<file path="src/rtl/sinr_pkg.sv">
// sinr_pkg: widths, register indexes, phase codes and constants shared by the
// sine ramp motion profile block. no dependencies.
`timescale 1ns / 1ps

package sinr_pkg;

   localparam int POS_W   = 32;
   localparam int DIST_W  = 31;
   localparam int SPD_W   = 16;
   localparam int OUT_W   = 24;
   localparam int COS_W   = 16;
   localparam int FAC_W   = 17;
   localparam int PROD_W  = SPD_W + FAC_W;
   localparam int CSR_IDX_W = 2;
   localparam int CSR_DAT_W = 32;

   // register indexes on the csr channel
   localparam logic [CSR_IDX_W-1:0] CSR_START_POS   = 2'd0;
   localparam logic [CSR_IDX_W-1:0] CSR_MOVE_DIST   = 2'd1;
   localparam logic [CSR_IDX_W-1:0] CSR_TARGET_SPD  = 2'd2;

   // phase codes of a result beat
   localparam logic [1:0] PH_ACCEL  = 2'd0;
   localparam logic [1:0] PH_CRUISE = 2'd1;
   localparam logic [1:0] PH_BRAKE  = 2'd2;
   localparam logic [1:0] PH_DONE   = 2'd3;

   // pi in Q2.30, used to build the cosine table
   localparam logic [63:0] PI_Q30 = 64'd3373259426;

   localparam logic [OUT_W-1:0] SPEED_MAX = 24'hFF_FFFF;
   localparam logic [OUT_W-1:0] SPEED_MIN = 24'd256;

   typedef logic [1:0] phase_type;

endpackage

</file>
<file path="src/rtl/sinr_if.sv">
// sinr_if: valid/ready channel interfaces for the request, response and csr
// sides of the motion profile block. depends on sinr_pkg.
`timescale 1ns / 1ps

interface sinr_req_if;
   logic                                valid;
   logic                                ready;
   logic signed [sinr_pkg::POS_W-1:0]   position;
   modport source (output valid, output position, input ready);
   modport sink   (input valid, input position, output ready);
endinterface

interface sinr_rsp_if;
   logic                                valid;
   logic                                ready;
   logic [sinr_pkg::OUT_W-1:0]          speed_q8;
   logic [1:0]                          phase;
   modport source (output valid, output speed_q8, output phase, input ready);
   modport sink   (input valid, input speed_q8, input phase, output ready);
endinterface

interface sinr_csr_if;
   logic                                valid;
   logic                                ready;
   logic [sinr_pkg::CSR_IDX_W-1:0]      index;
   logic [sinr_pkg::CSR_DAT_W-1:0]      data;
   modport source (output valid, output index, output data, input ready);
   modport sink   (input valid, input index, input data, output ready);
endinterface

</file>
<file path="src/rtl/sine_ramp_motion_profile.sv">
// sine_ramp_motion_profile: one commanded speed (Q16.8) and phase per encoder
// position beat. An accelerate or brake beat goes through abs, phase decision, argument,
// the serial divider that forms the cosine angle index one quotient bit per cycle,
// cosine table read and multiply; cruise and done beats go from the phase decision
// straight to the final step, which loads the response register and waits while an
// earlier response is still held there. The block takes one request at a time and is
// ready again once the result is loaded into the response register. COS_TABLE_DEPTH
// must be a power of two.
// depends on sinr_pkg, sinr_if, sinr_div and sinr_cos_rom.
`timescale 1ns / 1ps

module sine_ramp_motion_profile #(
   parameter int COS_TABLE_DEPTH = 256
) (
   input  logic        clock,
   input  logic        reset,
   sinr_req_if.sink    req_bus,
   sinr_rsp_if.source  rsp_bus,
   sinr_csr_if.sink    csr_bus
);
   import sinr_pkg::*;

   localparam int IDX_W   = $clog2(COS_TABLE_DEPTH);
   localparam int SHIFT_W = IDX_W + 1;
   localparam int QUO_W   = IDX_W + 2;

   localparam logic [2:0] S_IDLE  = 3'd0;
   localparam logic [2:0] S_ABS   = 3'd1;
   localparam logic [2:0] S_PHASE = 3'd2;
   localparam logic [2:0] S_ARG   = 3'd3;
   localparam logic [2:0] S_DIV   = 3'd4;
   localparam logic [2:0] S_ROM   = 3'd5;
   localparam logic [2:0] S_MUL   = 3'd6;
   localparam logic [2:0] S_FIN   = 3'd7;

   logic [2:0]               state_ff, state_in;
   logic signed [POS_W-1:0]  pos_ff, pos_in;
   logic [POS_W-1:0]         m_ff, m_in;
   phase_type                phase_ff, phase_in;
   logic [FAC_W-1:0]         factor_ff, factor_in;
   logic [PROD_W-1:0]        prod_ff, prod_in;
   logic signed [POS_W-1:0]  start_ff, start_in;
   logic [DIST_W-1:0]        dist_ff, dist_in;
   logic [SPD_W-1:0]         tspeed_ff, tspeed_in;
   logic [POS_W-1:0]         ramp_ff, ramp_in;
   logic [OUT_W-1:0]         last_ff, last_in;
   logic                     rsp_valid_ff, rsp_valid_in;
   logic [OUT_W-1:0]         rsp_speed_ff, rsp_speed_in;
   phase_type                rsp_phase_ff, rsp_phase_in;

   logic                     div_start;
   logic                     div_busy;
   logic [QUO_W-1:0]         quo;
   logic [DIST_W-1:0]        div_arg;
   logic [IDX_W-1:0]         rom_addr;
   logic [COS_W-1:0]         rom_data;

   logic signed [POS_W:0]    delta;
   logic [POS_W:0]           brake_arg;
   logic [DIST_W-1:0]        remain;
   logic [1:0]               quad;
   logic [IDX_W-1:0]         frac;
   logic [COS_W-1:0]         cos_mag;
   logic                     cos_add;
   logic [PROD_W:0]          rounded;
   logic [PROD_W-9:0]        scaled;
   logic [OUT_W-1:0]         curve_spd;
   logic [OUT_W-1:0]         fin_spd;
   logic                     req_take;
   logic                     csr_take;

   assign req_bus.ready = (state_ff == S_IDLE);
   assign csr_bus.ready = (state_ff == S_IDLE);
   assign req_take      = req_bus.valid && req_bus.ready;
   assign csr_take      = csr_bus.valid && csr_bus.ready;

   assign delta     = {pos_ff[POS_W-1], pos_ff} - {start_ff[POS_W-1], start_ff};
   assign remain    = dist_ff - m_ff[DIST_W-1:0];
   assign brake_arg = {1'b0, m_ff} + {1'b0, ramp_ff} - {2'b00, dist_ff};
   assign div_arg   = (phase_ff == PH_ACCEL) ? m_ff[DIST_W-1:0] : brake_arg[DIST_W-1:0];
   assign div_start = (state_ff == S_ARG);

   // quadrant select: odd quadrants read the mirrored entry
   assign quad     = quo[QUO_W-1:QUO_W-2];
   assign frac     = quo[IDX_W-1:0];
   assign rom_addr = quad[0] ? (IDX_W'(0) - frac) : frac;
   assign cos_mag  = (quad[0] && frac == '0) ? '0 : rom_data;
   // cosine is negative in the middle quadrants; accel uses 1 - cos
   assign cos_add  = ((quad == 2'd1) || (quad == 2'd2)) == (phase_ff == PH_ACCEL);

   assign rounded   = {1'b0, prod_ff} + (PROD_W + 1)'(256);
   assign scaled    = rounded[PROD_W:9];
   assign curve_spd = (scaled > (PROD_W - 8)'(SPEED_MAX)) ? SPEED_MAX : OUT_W'(scaled);

   always_comb begin
      case (phase_ff)
         PH_ACCEL:  fin_spd = (curve_spd < SPEED_MIN) ? SPEED_MIN : curve_spd;
         PH_BRAKE:  fin_spd = curve_spd;
         PH_CRUISE: fin_spd = {tspeed_ff, 8'h00};
         default:   fin_spd = '0;
      endcase
   end

   always_comb begin
      state_in     = state_ff;
      pos_in       = pos_ff;
      m_in         = m_ff;
      phase_in     = phase_ff;
      factor_in    = factor_ff;
      prod_in      = prod_ff;
      start_in     = start_ff;
      dist_in      = dist_ff;
      tspeed_in    = tspeed_ff;
      ramp_in      = ramp_ff;
      last_in      = last_ff;
      rsp_valid_in = rsp_valid_ff;
      rsp_speed_in = rsp_speed_ff;
      rsp_phase_in = rsp_phase_ff;

      if (rsp_valid_ff && rsp_bus.ready) begin
         rsp_valid_in = 1'b0;
      end

      if (csr_take) begin
         case (csr_bus.index)
            CSR_START_POS: begin
               start_in = csr_bus.data;
               ramp_in  = '0;
               last_in  = '0;
            end
            CSR_MOVE_DIST: begin
               dist_in = csr_bus.data[DIST_W-1:0];
               ramp_in = '0;
               last_in = '0;
            end
            CSR_TARGET_SPD: begin
               tspeed_in = csr_bus.data[SPD_W-1:0];
               ramp_in   = '0;
               last_in   = '0;
            end
            default: begin
            end
         endcase
      end

      case (state_ff)
         S_IDLE: begin
            if (req_take) begin
               pos_in   = req_bus.position;
               state_in = S_ABS;
            end
         end
         S_ABS: begin
            m_in     = delta[POS_W] ? POS_W'(-delta) : delta[POS_W-1:0];
            state_in = S_PHASE;
         end
         S_PHASE: begin
            if (m_ff >= {1'b0, dist_ff}) begin
               phase_in = PH_DONE;
               state_in = S_FIN;
            end else if (m_ff[DIST_W-1:0] < (dist_ff >> 1)) begin
               if (last_ff < {tspeed_ff, 8'h00}) begin
                  phase_in = PH_ACCEL;
                  state_in = S_ARG;
               end else begin
                  phase_in = PH_CRUISE;
                  state_in = S_FIN;
               end
            end else if ({1'b0, remain} <= ramp_ff) begin
               phase_in = PH_BRAKE;
               state_in = S_ARG;
            end else begin
               phase_in = PH_CRUISE;
               state_in = S_FIN;
            end
         end
         S_ARG: begin
            if (phase_ff == PH_ACCEL) begin
               ramp_in = m_ff;
            end
            state_in = S_DIV;
         end
         S_DIV: begin
            if (!div_busy) begin
               state_in = S_ROM;
            end
         end
         S_ROM: begin
            factor_in = cos_add ? (FAC_W'(65536) + FAC_W'(cos_mag))
                                : (FAC_W'(65536) - FAC_W'(cos_mag));
            state_in  = S_MUL;
         end
         S_MUL: begin
            prod_in  = PROD_W'(tspeed_ff) * PROD_W'(factor_ff);
            state_in = S_FIN;
         end
         S_FIN: begin
            if (!rsp_valid_ff || rsp_bus.ready) begin
               rsp_valid_in = 1'b1;
               rsp_speed_in = fin_spd;
               rsp_phase_in = phase_ff;
               last_in      = fin_spd;
               state_in     = S_IDLE;
            end
         end
         default: begin
            state_in = S_IDLE;
         end
      endcase
   end

   always_ff @(posedge clock) begin
      if (reset) begin
         state_ff     <= S_IDLE;
         start_ff     <= '0;
         dist_ff      <= '0;
         tspeed_ff    <= '0;
         ramp_ff      <= '0;
         last_ff      <= '0;
         rsp_valid_ff <= 1'b0;
      end else begin
         state_ff     <= state_in;
         start_ff     <= start_in;
         dist_ff      <= dist_in;
         tspeed_ff    <= tspeed_in;
         ramp_ff      <= ramp_in;
         last_ff      <= last_in;
         rsp_valid_ff <= rsp_valid_in;
      end
      pos_ff       <= pos_in;
      m_ff         <= m_in;
      phase_ff     <= phase_in;
      factor_ff    <= factor_in;
      prod_ff      <= prod_in;
      rsp_speed_ff <= rsp_speed_in;
      rsp_phase_ff <= rsp_phase_in;
   end

   assign rsp_bus.valid    = rsp_valid_ff;
   assign rsp_bus.speed_q8 = rsp_speed_ff;
   assign rsp_bus.phase    = rsp_phase_ff;

   sinr_div #(
      .SHIFT_W (SHIFT_W),
      .QUO_W   (QUO_W)
   ) u_div (
      .clock    (clock),
      .reset    (reset),
      .start    (div_start),
      .dividend (div_arg),
      .divisor  (tspeed_ff),
      .busy     (div_busy),
      .quotient (quo)
   );

   sinr_cos_rom #(
      .DEPTH (COS_TABLE_DEPTH)
   ) u_rom (
      .clock (clock),
      .addr  (rom_addr),
      .data  (rom_data)
   );

endmodule

</file>
<file path="src/rtl/sinr_div.sv">
// sinr_div: restoring serial divider, one quotient bit per cycle, keeps only
// the low quotient bits (the angle index modulo a full turn). depends on sinr_pkg.
`timescale 1ns / 1ps

module sinr_div #(
   parameter int SHIFT_W = 9,
   parameter int QUO_W   = 10
) (
   input  logic                          clock,
   input  logic                          reset,
   input  logic                          start,
   input  logic [sinr_pkg::DIST_W-1:0]   dividend,
   input  logic [sinr_pkg::SPD_W-1:0]    divisor,
   output logic                          busy,
   output logic [QUO_W-1:0]              quotient
);
   import sinr_pkg::*;

   localparam int NUM_W = DIST_W + SHIFT_W;
   localparam int CNT_W = $clog2(NUM_W + 1);

   logic [NUM_W-1:0] num_ff, num_in;
   logic [SPD_W-1:0] rem_ff, rem_in;
   logic [QUO_W-1:0] quo_ff, quo_in;
   logic [CNT_W-1:0] cnt_ff, cnt_in;
   logic             busy_ff, busy_in;
   logic [SPD_W:0]   trial;
   logic [SPD_W:0]   diff;
   logic             ge;

   assign trial = {rem_ff, num_ff[NUM_W-1]};
   assign ge    = trial >= {1'b0, divisor};
   assign diff  = trial - {1'b0, divisor};

   always_comb begin
      num_in  = num_ff;
      rem_in  = rem_ff;
      quo_in  = quo_ff;
      cnt_in  = cnt_ff;
      busy_in = busy_ff;
      if (start) begin
         num_in  = {dividend, {SHIFT_W{1'b0}}};
         rem_in  = '0;
         quo_in  = '0;
         cnt_in  = CNT_W'(NUM_W);
         busy_in = 1'b1;
      end else if (busy_ff) begin
         num_in = {num_ff[NUM_W-2:0], 1'b0};
         rem_in = ge ? diff[SPD_W-1:0] : trial[SPD_W-1:0];
         quo_in = {quo_ff[QUO_W-2:0], ge};
         cnt_in = cnt_ff - 1'b1;
         if (cnt_ff == CNT_W'(1)) begin
            busy_in = 1'b0;
         end
      end
   end

   always_ff @(posedge clock) begin
      if (reset) begin
         busy_ff <= 1'b0;
         cnt_ff  <= '0;
      end else begin
         busy_ff <= busy_in;
         cnt_ff  <= cnt_in;
      end
      num_ff <= num_in;
      rem_ff <= rem_in;
      quo_ff <= quo_in;
   end

   assign busy     = busy_ff;
   assign quotient = quo_ff;

endmodule

</file>
<file path="src/rtl/sinr_cos_rom.sv">
// sinr_cos_rom: quarter-wave cosine table in Q0.16 with registered read,
// entries worked out at elaboration from a truncating Q2.30 series. depends on sinr_pkg.
`timescale 1ns / 1ps

module sinr_cos_rom #(
   parameter int DEPTH = 256
) (
   input  logic                        clock,
   input  logic [$clog2(DEPTH)-1:0]    addr,
   output logic [sinr_pkg::COS_W-1:0]  data
);
   import sinr_pkg::*;

   logic [COS_W-1:0] rom_tab [DEPTH];
   logic [COS_W-1:0] data_ff;

   for (genvar k = 0; k < DEPTH; k++) begin : g_entry
      localparam logic [63:0] XK = (PI_Q30 * 64'(k)) / 64'(2 * DEPTH);
      localparam logic [63:0] X2 = (XK * XK) >> 30;
      localparam logic [63:0] T1  = ((64'd1073741824 * X2) >> 30) / 64'd2;
      localparam logic [63:0] T2  = ((T1 * X2) >> 30) / 64'd12;
      localparam logic [63:0] T3  = ((T2 * X2) >> 30) / 64'd30;
      localparam logic [63:0] T4  = ((T3 * X2) >> 30) / 64'd56;
      localparam logic [63:0] T5  = ((T4 * X2) >> 30) / 64'd90;
      localparam logic [63:0] T6  = ((T5 * X2) >> 30) / 64'd132;
      localparam logic [63:0] T7  = ((T6 * X2) >> 30) / 64'd182;
      localparam logic [63:0] T8  = ((T7 * X2) >> 30) / 64'd240;
      localparam logic [63:0] T9  = ((T8 * X2) >> 30) / 64'd306;
      localparam logic [63:0] T10 = ((T9 * X2) >> 30) / 64'd380;
      localparam logic signed [63:0] SUM = 64'sd1073741824
         - $signed(T1) + $signed(T2) - $signed(T3) + $signed(T4) - $signed(T5)
         + $signed(T6) - $signed(T7) + $signed(T8) - $signed(T9) + $signed(T10);
      localparam logic [63:0] RND = (SUM < 0) ? 64'd0 : ((64'(SUM) + 64'd8192) >> 14);
      localparam logic [COS_W-1:0] VAL = (RND > 64'd65535) ? 16'hFFFF : COS_W'(RND);
      assign rom_tab[k] = VAL;
   end

   always_ff @(posedge clock) begin
      data_ff <= rom_tab[addr];
   end

   assign data = data_ff;

endmodule

</file>
<file path="src/flat_wrapper.sv">
// flat-port wrapper written by rule: the top's interface ports become plain ports
module sine_ramp_motion_profile_flat import sinr_pkg::*;
#(
   parameter int COS_TABLE_DEPTH = 256
)
  (clock, reset, req_bus_valid, req_bus_position, req_bus_ready, rsp_bus_valid, rsp_bus_speed_q8, rsp_bus_phase, rsp_bus_ready, csr_bus_valid, csr_bus_index, csr_bus_data, csr_bus_ready);
  sinr_req_if req_bus_i ();
  sinr_rsp_if rsp_bus_i ();
  sinr_csr_if csr_bus_i ();
  input  logic clock;
  input  logic reset;
  input wire logic [$bits(req_bus_i.valid)-1:0] req_bus_valid;
  input wire logic [$bits(req_bus_i.position)-1:0] req_bus_position;
  output wire logic [$bits(req_bus_i.ready)-1:0] req_bus_ready;
  output wire logic [$bits(rsp_bus_i.valid)-1:0] rsp_bus_valid;
  output wire logic [$bits(rsp_bus_i.speed_q8)-1:0] rsp_bus_speed_q8;
  output wire logic [$bits(rsp_bus_i.phase)-1:0] rsp_bus_phase;
  input wire logic [$bits(rsp_bus_i.ready)-1:0] rsp_bus_ready;
  input wire logic [$bits(csr_bus_i.valid)-1:0] csr_bus_valid;
  input wire logic [$bits(csr_bus_i.index)-1:0] csr_bus_index;
  input wire logic [$bits(csr_bus_i.data)-1:0] csr_bus_data;
  output wire logic [$bits(csr_bus_i.ready)-1:0] csr_bus_ready;
  assign req_bus_i.valid = req_bus_valid;
  assign req_bus_i.position = req_bus_position;
  assign req_bus_ready = req_bus_i.ready;
  assign rsp_bus_valid = rsp_bus_i.valid;
  assign rsp_bus_speed_q8 = rsp_bus_i.speed_q8;
  assign rsp_bus_phase = rsp_bus_i.phase;
  assign rsp_bus_i.ready = rsp_bus_ready;
  assign csr_bus_i.valid = csr_bus_valid;
  assign csr_bus_i.index = csr_bus_index;
  assign csr_bus_i.data = csr_bus_data;
  assign csr_bus_ready = csr_bus_i.ready;
  sine_ramp_motion_profile #(.COS_TABLE_DEPTH(COS_TABLE_DEPTH)) u_core (.clock(clock), .reset(reset), .req_bus(req_bus_i), .rsp_bus(rsp_bus_i), .csr_bus(csr_bus_i));
endmodule
</file>
<file path="config.mk">
export PLATFORM = sky130hd
export DESIGN_NAME = sine_ramp_motion_profile_flat
export DESIGN_NICKNAME = d
export VERILOG_FILES = /design/src/rtl/sinr_pkg.sv /design/src/rtl/sinr_if.sv /design/src/rtl/sine_ramp_motion_profile.sv /design/src/rtl/sinr_div.sv /design/src/rtl/sinr_cos_rom.sv /design/src/flat_wrapper.sv
export SDC_FILE = /design/constraint.sdc
export NUM_CORES = 2
export LEC_CHECK = 0
export BUFFER_PORTS_ARGS = -buffer_cell sky130_fd_sc_hd__buf_2
export CAP_MARGIN = 40
export CORE_ASPECT_RATIO = 0.6
export CORE_MARGIN = 2
export CORE_UTILIZATION = 57
export CTS_BUF_LIST = sky130_fd_sc_hd__clkbuf_8
export CTS_CLUSTER_SIZE = 40
export DETAILED_ROUTE_END_ITERATION = 10
export GPL_TIMING_DRIVEN = 0
export PLACE_DENSITY = 0.77
export REMOVE_ABC_BUFFERS = 1
export SLEW_MARGIN = 20
export SYNTH_ARGS = -nofsm -noshare
export SYNTH_HDL_FRONTEND = slang
export SYNTH_SLANG_ARGS = --single-unit
export TNS_END_PERCENT = 5
</file>
<file path="constraint.sdc">
create_clock -name clock -period 7.7 [get_ports clock]
set_input_delay 0.385 -clock clock [delete_from_list [all_inputs] [get_ports clock]]
set_output_delay 0.385 -clock clock [all_outputs]
set_load 0.01 [all_outputs]
</file>
# Word level (Yosys, flattened, before mapping)
# Memories as Yosys holds them, arrays and structs flattened. A register that Yosys moved wholly into a read port is not among the register bits.
# Index checks and enable logic that the tools add are counted.
# Widths: inputs -> output; s select.
# totals
output_inout_bits,29
regBits,345
elab_cells,117
mem_bits_ro,4096
mem_count,1
# op_classes
n_lt_le_gt_ge,7
bitwise,1
multipliers,1
reduce_logical,20
n_mux,38
n_addsub,11
n_eq_ne,18
# memory_table
memory,words,width,read_ports,rd_clocked_by_memory_dff,write_ports,line_no,text
(name not given),256,16,1,1,0,sinr_cos_rom.sv:39,data_ff <= rom_tab[addr];
# op_table
op,n
$mux 32,5
$mux 24,6
$mux 40,2
$pmux 24 s3,1
$sub 31x31->31,2
$add 33x9->34 const B,1
$mul 16x17->33,1
$sub 32x32->33,1
$ge 32x31->1,1
$le 31x32->1,1
$mux 16,2
$neg 32->32,1
$add 31x31->31,1
$lt 31x30->1,1
$mux 31,1
$gt 25x24->1 const B,1
$lt 24x24->1,1
$lt 24x9->1 const B,1
$pmux 3 s8,1
$mux 3,7
$add 17x16->17 const A,1
$ge 17x16->1,1
$mux 17,1
$sub 17x16->17 const A,1
other kinds (28),54

# Logic depth before layout (Yosys ltp)
# depth
depth_word,8
mapped_depth,26

# Hierarchy
# From an unflattened synthesis, not the netlist that was laid out.
# hier_totals
hier_cells,4317
area_unflattened_um2,36234.8
# by_module_without_submodules
mod,cells_each,area_each_um2,n_inst,seq_area_each_um2
sine_ramp_motion_profile,3187,27625.2,1,6646.4
sinr_cos_rom,762,4870.9,1,320.3
sinr_div,368,3738.6,1,1591.5

# Worst setup path after synthesis
# Ideal clock, no wire load.
# synth_timing
kind,reg-to-reg
from,reg u_core.tspeed_ff[15]
to,"reg u_core.prod_ff[25], data pin"
t_required_ns,7.442
stages_incl_launch_ff,24
arrival_time_ns,6.149
path_buffers,2
setup_slack_ns,1.293
cell_sequence,dfxtp_1 > clkbuf_1 > clkbuf_1 > nand2_1 > fa_1 > fa_1 > inv_1 > fa_1 > fa_1 > fa_1 > inv_1 > fa_1 > inv_1 > ha_1 > and4_1 > a221oi_1 > o21ai_0 > o21ai_0 > o211ai_1 > and2_1 > o21ai_0 > nand2b_1 > a21o_1 > xor2_1
# synth_between
elab_chain_len,1
# synth_rtl
item,line_no,text
"start, declared",sine_ramp_motion_profile.sv:44,"logic [SPD_W-1:0] tspeed_ff, tspeed_in;"
"start signal, assigned",sine_ramp_motion_profile.sv:225,tspeed_ff <= tspeed_in;
$mul 16x17->33,sine_ramp_motion_profile.sv:194,prod_in = PROD_W'(tspeed_ff) * PROD_W'(factor_ff);
"end signal, assigned",sine_ramp_motion_profile.sv:234,prod_ff <= prod_in;
"end, declared",sine_ramp_motion_profile.sv:41,"logic [PROD_W-1:0] prod_ff, prod_in;"
# Every way passes these cells.
# A chain may end at the register's enable or synchronous reset.

# Worst setup path in the final report
# layout_timing
from,reg u_core.factor_ff[6]
to,"reg u_core.prod_ff[25], data pin"
# layout_between
elab_chain_len,1
# layout_rtl
item,line_no,text
"start, declared",sine_ramp_motion_profile.sv:40,"logic [FAC_W-1:0] factor_ff, factor_in;"
"start signal, assigned",sine_ramp_motion_profile.sv:233,factor_ff <= factor_in;
$mul 16x17->33,sine_ramp_motion_profile.sv:194,
# Every way passes these cells.

==> run summary <==
The clock reaches the later pin of the worst-skew pair after 690 ps. The maximum fanout along the worst path came out at 16. The async set-or-reset flop fraction in the synthesized netlist is 0. Buffers inserted to repair hold after CTS numbered 57.

At the pin with the least slew margin, the transition time is 972 ps. The number of antenna violations at the first check in global routing was 6. The post-layout utilization of the core came out at 0.641. The power density over cell area is 239 nW/um^2. After global routing the overflow that remains totals 0. Yosys attributes the largest share of cell area to edfxtp_1, fa_1, ha_1, dfxtp_1, nand2_1.

Dividing the final minimum period by the clock period gives 0.942. The max-cap violation count came out at 0. In this run the deepest clock path goes through 3 buffers.

The hold violation total from the final report is 0. The initial standard-cell utilization of the core is 0.579. The number of warning messages in the yosys log came out at 0. The flow ran to the end, and the final reports show no timing, DRC or antenna violations. The count of input and output buffers came out at 99. The cell count after synthesis is 4321. The number of buffers inserted during clock tree synthesis is 52. The flop and latch count out of synthesis came out at 345. The placed instances occupy a cell area of 37500 sq um. After filler insertion, the fill cell instance count of the layout stands at 5127. The aggregate global-route resource usage came out at 0.349. Summing every instance area after synthesis gives 35400 sq um. The highest achievable clock rate is 138 MHz. In this run the remaining antenna-violating nets after routing total 0. The worst endpoint required time came out at 8100 ps. The routed wire length is 113 mm. The region available for standard cell placement spans 61200 sq um. The first-iteration detailed-routing DRC count came out at 4827. The proportion of layout cells with a drive suffix above 1 is 0.0761.

A synthesized cell averages 8.20 sq um. The average vias per placed instance came out at 6.22. Subtracting the final worst setup slack from the clock period gives 7250 ps.

The die width is 326 um. The met2 demand-to-capacity share in global routing is 0.504. The most frequently used flop master after synthesis is dfxtp_1. The height of the die is 197 um. The number of iterations in the first detailed-routing pass came out at 8. The count of clock tree sinks came out at 345. The slowest library cell on the worst path is edfxtp_1. The sequential element share of the synthesized area is 0.241.

The total via count after detailed routing came out at 32649. The H-tree depth is 2. The count of cell types in the netlist came out at 86. In this run the tightest slew margin relative to its limit is 0.352. Setup repair after global routing left no endpoint under its margin. Gates resized during post-CTS repair numbered 0. The area share of the largest cell type after synthesis is 0.140.

The total number of placement rows came out at 70. The number of nets in the finished design is 5019. In this design, the stage delay of the slowest critical-path cell is 780 ps. The number of post-CTS setup repair buffers is 0. CTS placed an instance of clkbuf_8 at the clock tree root. STA classifies the critical path startpoint as a register. The die outline area came out at 64200 sq um.

The synthesis-to-finish area growth is 10.7%. The final max-slew violation count came out at 0. The global-route track usage on met3 came out at 0.101. The critical path class is reg2reg. The first-pass GRT wire length came out at 177 mm.

Entering global routing, the biggest net connects 71 pins. The TritonCTS clock tree is done. After detailed routing, the number of remaining DRC violations is 0. The wire length per cell after detailed routing came out at 21.5 um. edfxtp_1 takes more of the synthesized area than any other cell.

In this run the worst hold path is classified as in2reg. The highest ir drop seen on vdd is 0.327 mV. The critical path capture point type is a register. The most numerous cell on the critical path is fa_1. The signal on the critical path passes through and2_1, fa_1, inv_1, fa_1, fa_1, inv_1, fa_1, fa_1, inv_1, fa_1, inv_1, ha_1, a21o_1, a21o_1, a221oi_1, o21ai_0, o21ai_0, o211ai_1, and2_1, o21ai_0, nand2b_1, a21o_1, xor2_1. Summing all flip-flop and latch instances after layout gives 8560 sq um. The met1 usage is 0.508. The post-DP HPWL is 85.9 mm. After clock tree synthesis, the clock-pin slew on the worst setup and hold paths is 80 ps. Counting flops with a built-in enable in the synthesized netlist gives 165. In this run the most used layer during global routing was met1.

The reported leakage power is 16.9 nW. The sum of negative setup slack is 0 ps. The post-route clock skew came out at 69.2 ps. The pre-CTS setup slack is 605 ps. Routability-driven placement finished with a final weighted congestion of 1.00. The final-report setup violation count is 0. The final worst slack came out at 446 ps. 100 I/O pins were placed. The via count of the first global-routing pass came to 31300.

The final instance area is 39200 sq um. The arrival time at the worst endpoint is 7660 ps. The multi-input combinational cell area is 24300 sq um.
## worst max-delay path, delay by kind of cell, from the launching register on
family	cells	cell delay, ps
fa+ha+maj	7	3370
compound gates	8	1840
flops	1	780
simple gates	3	650
buf+inv	4	200
xor+xnor	1	140
## kinds of logic after synthesis
family	after synthesis	share of synthesized area
simple gates	1337	0.172
mux	31	0.0102
buf+inv	744	0.0792
fa+ha+maj	575	0.254
flops	345	0.241
compound gates	1094	0.195
xor+xnor	195	0.0482
## cell usage after synthesis, types with 58 or more instances
library cell,number
a21o_1,99
a21oi_1,347
a22oi_1,58
and2_1,134
clkbuf_1,209
dfxtp_1,180
edfxtp_1,165
fa_1,240
ha_1,335
inv_1,497
nand2_1,561
nor2_1,319
nor3_1,68
o21ai_0,252
xnor2_1,124
xor2_1,71
## through the flow
step / power [mW] / std cells / hold WS [ps]
2_1_floorplan: 5.76 / 4075 / 430
3_3_place_gp: 7.19 / 5002 / 442
3_5_place_dp: 7.41 / 5086 / 448
4_1_cts: 9.09 / 5241 / 2.76
5_1_grt: 9.86 / 5248 / 7.71
6_report: 9.37 / 5251 / 35.8
## final timing paths
kind / startpoint / endpoint / slack [ps] / cells after the start
hold / removal: csr_bus_data[23] / u_core.start_ff[23] / 40 / 3
setup / recovery: u_core.factor_ff[6] / u_core.prod_ff[25] / 450 / 23
setup reg to reg: u_core.factor_ff[6] / u_core.prod_ff[25] / 450 / 23
hold reg to reg: u_core.start_ff[1] / u_core.start_ff[1] / 460 / 2
## sequential cells by signal, summed over array words and instances, names as in the netlist, 24 cells and up
register                 count
u_core.ramp_ff              32
u_core.dist_ff              31
u_core.m_ff                 32
u_core.prod_ff              25
u_core.rsp_bus.speed_q8     24
u_core.pos_ff               32
u_core.start_ff             32
u_core.u_div.num_ff         31
## per-layer routing
metal | wire [um] | vias up
met4 | 3550 | 0
li1 | - | 14883
met1 | 49200 | 15522
met2 | 45500 | 1947
met3 | 14500 | 297
met5 | 0 | -
## area by class of cell
class                   count  area share
multi-input cells        3232       0.619
clock buffers              56      0.0196
diodes                      6    0.000383
clock inverters            42     0.00826
repair buffers            244      0.0601
flip-flops and latches    345       0.218
well taps                 828      0.0264
inverters                 498      0.0477
## power by group
part           internal (mW)  switching [mW]  total, mW
combinational           1.91            3.43       5.34
sequential              2.14           0.243       2.39
clock                  0.821           0.820       1.64
total                   4.88            4.49       9.37
## cells in the final DEF (no fill, tap or decap), drive strengths merged, types with 165 or more instances in the layout
cell    count
buf       184
o21ai     256
inv       513
nor2      321
a21oi     352
nand2     561
dfxtp     180
fa        240
edfxtp    165
ha        335
Note: power is estimated with default switching activity, not from simulation.
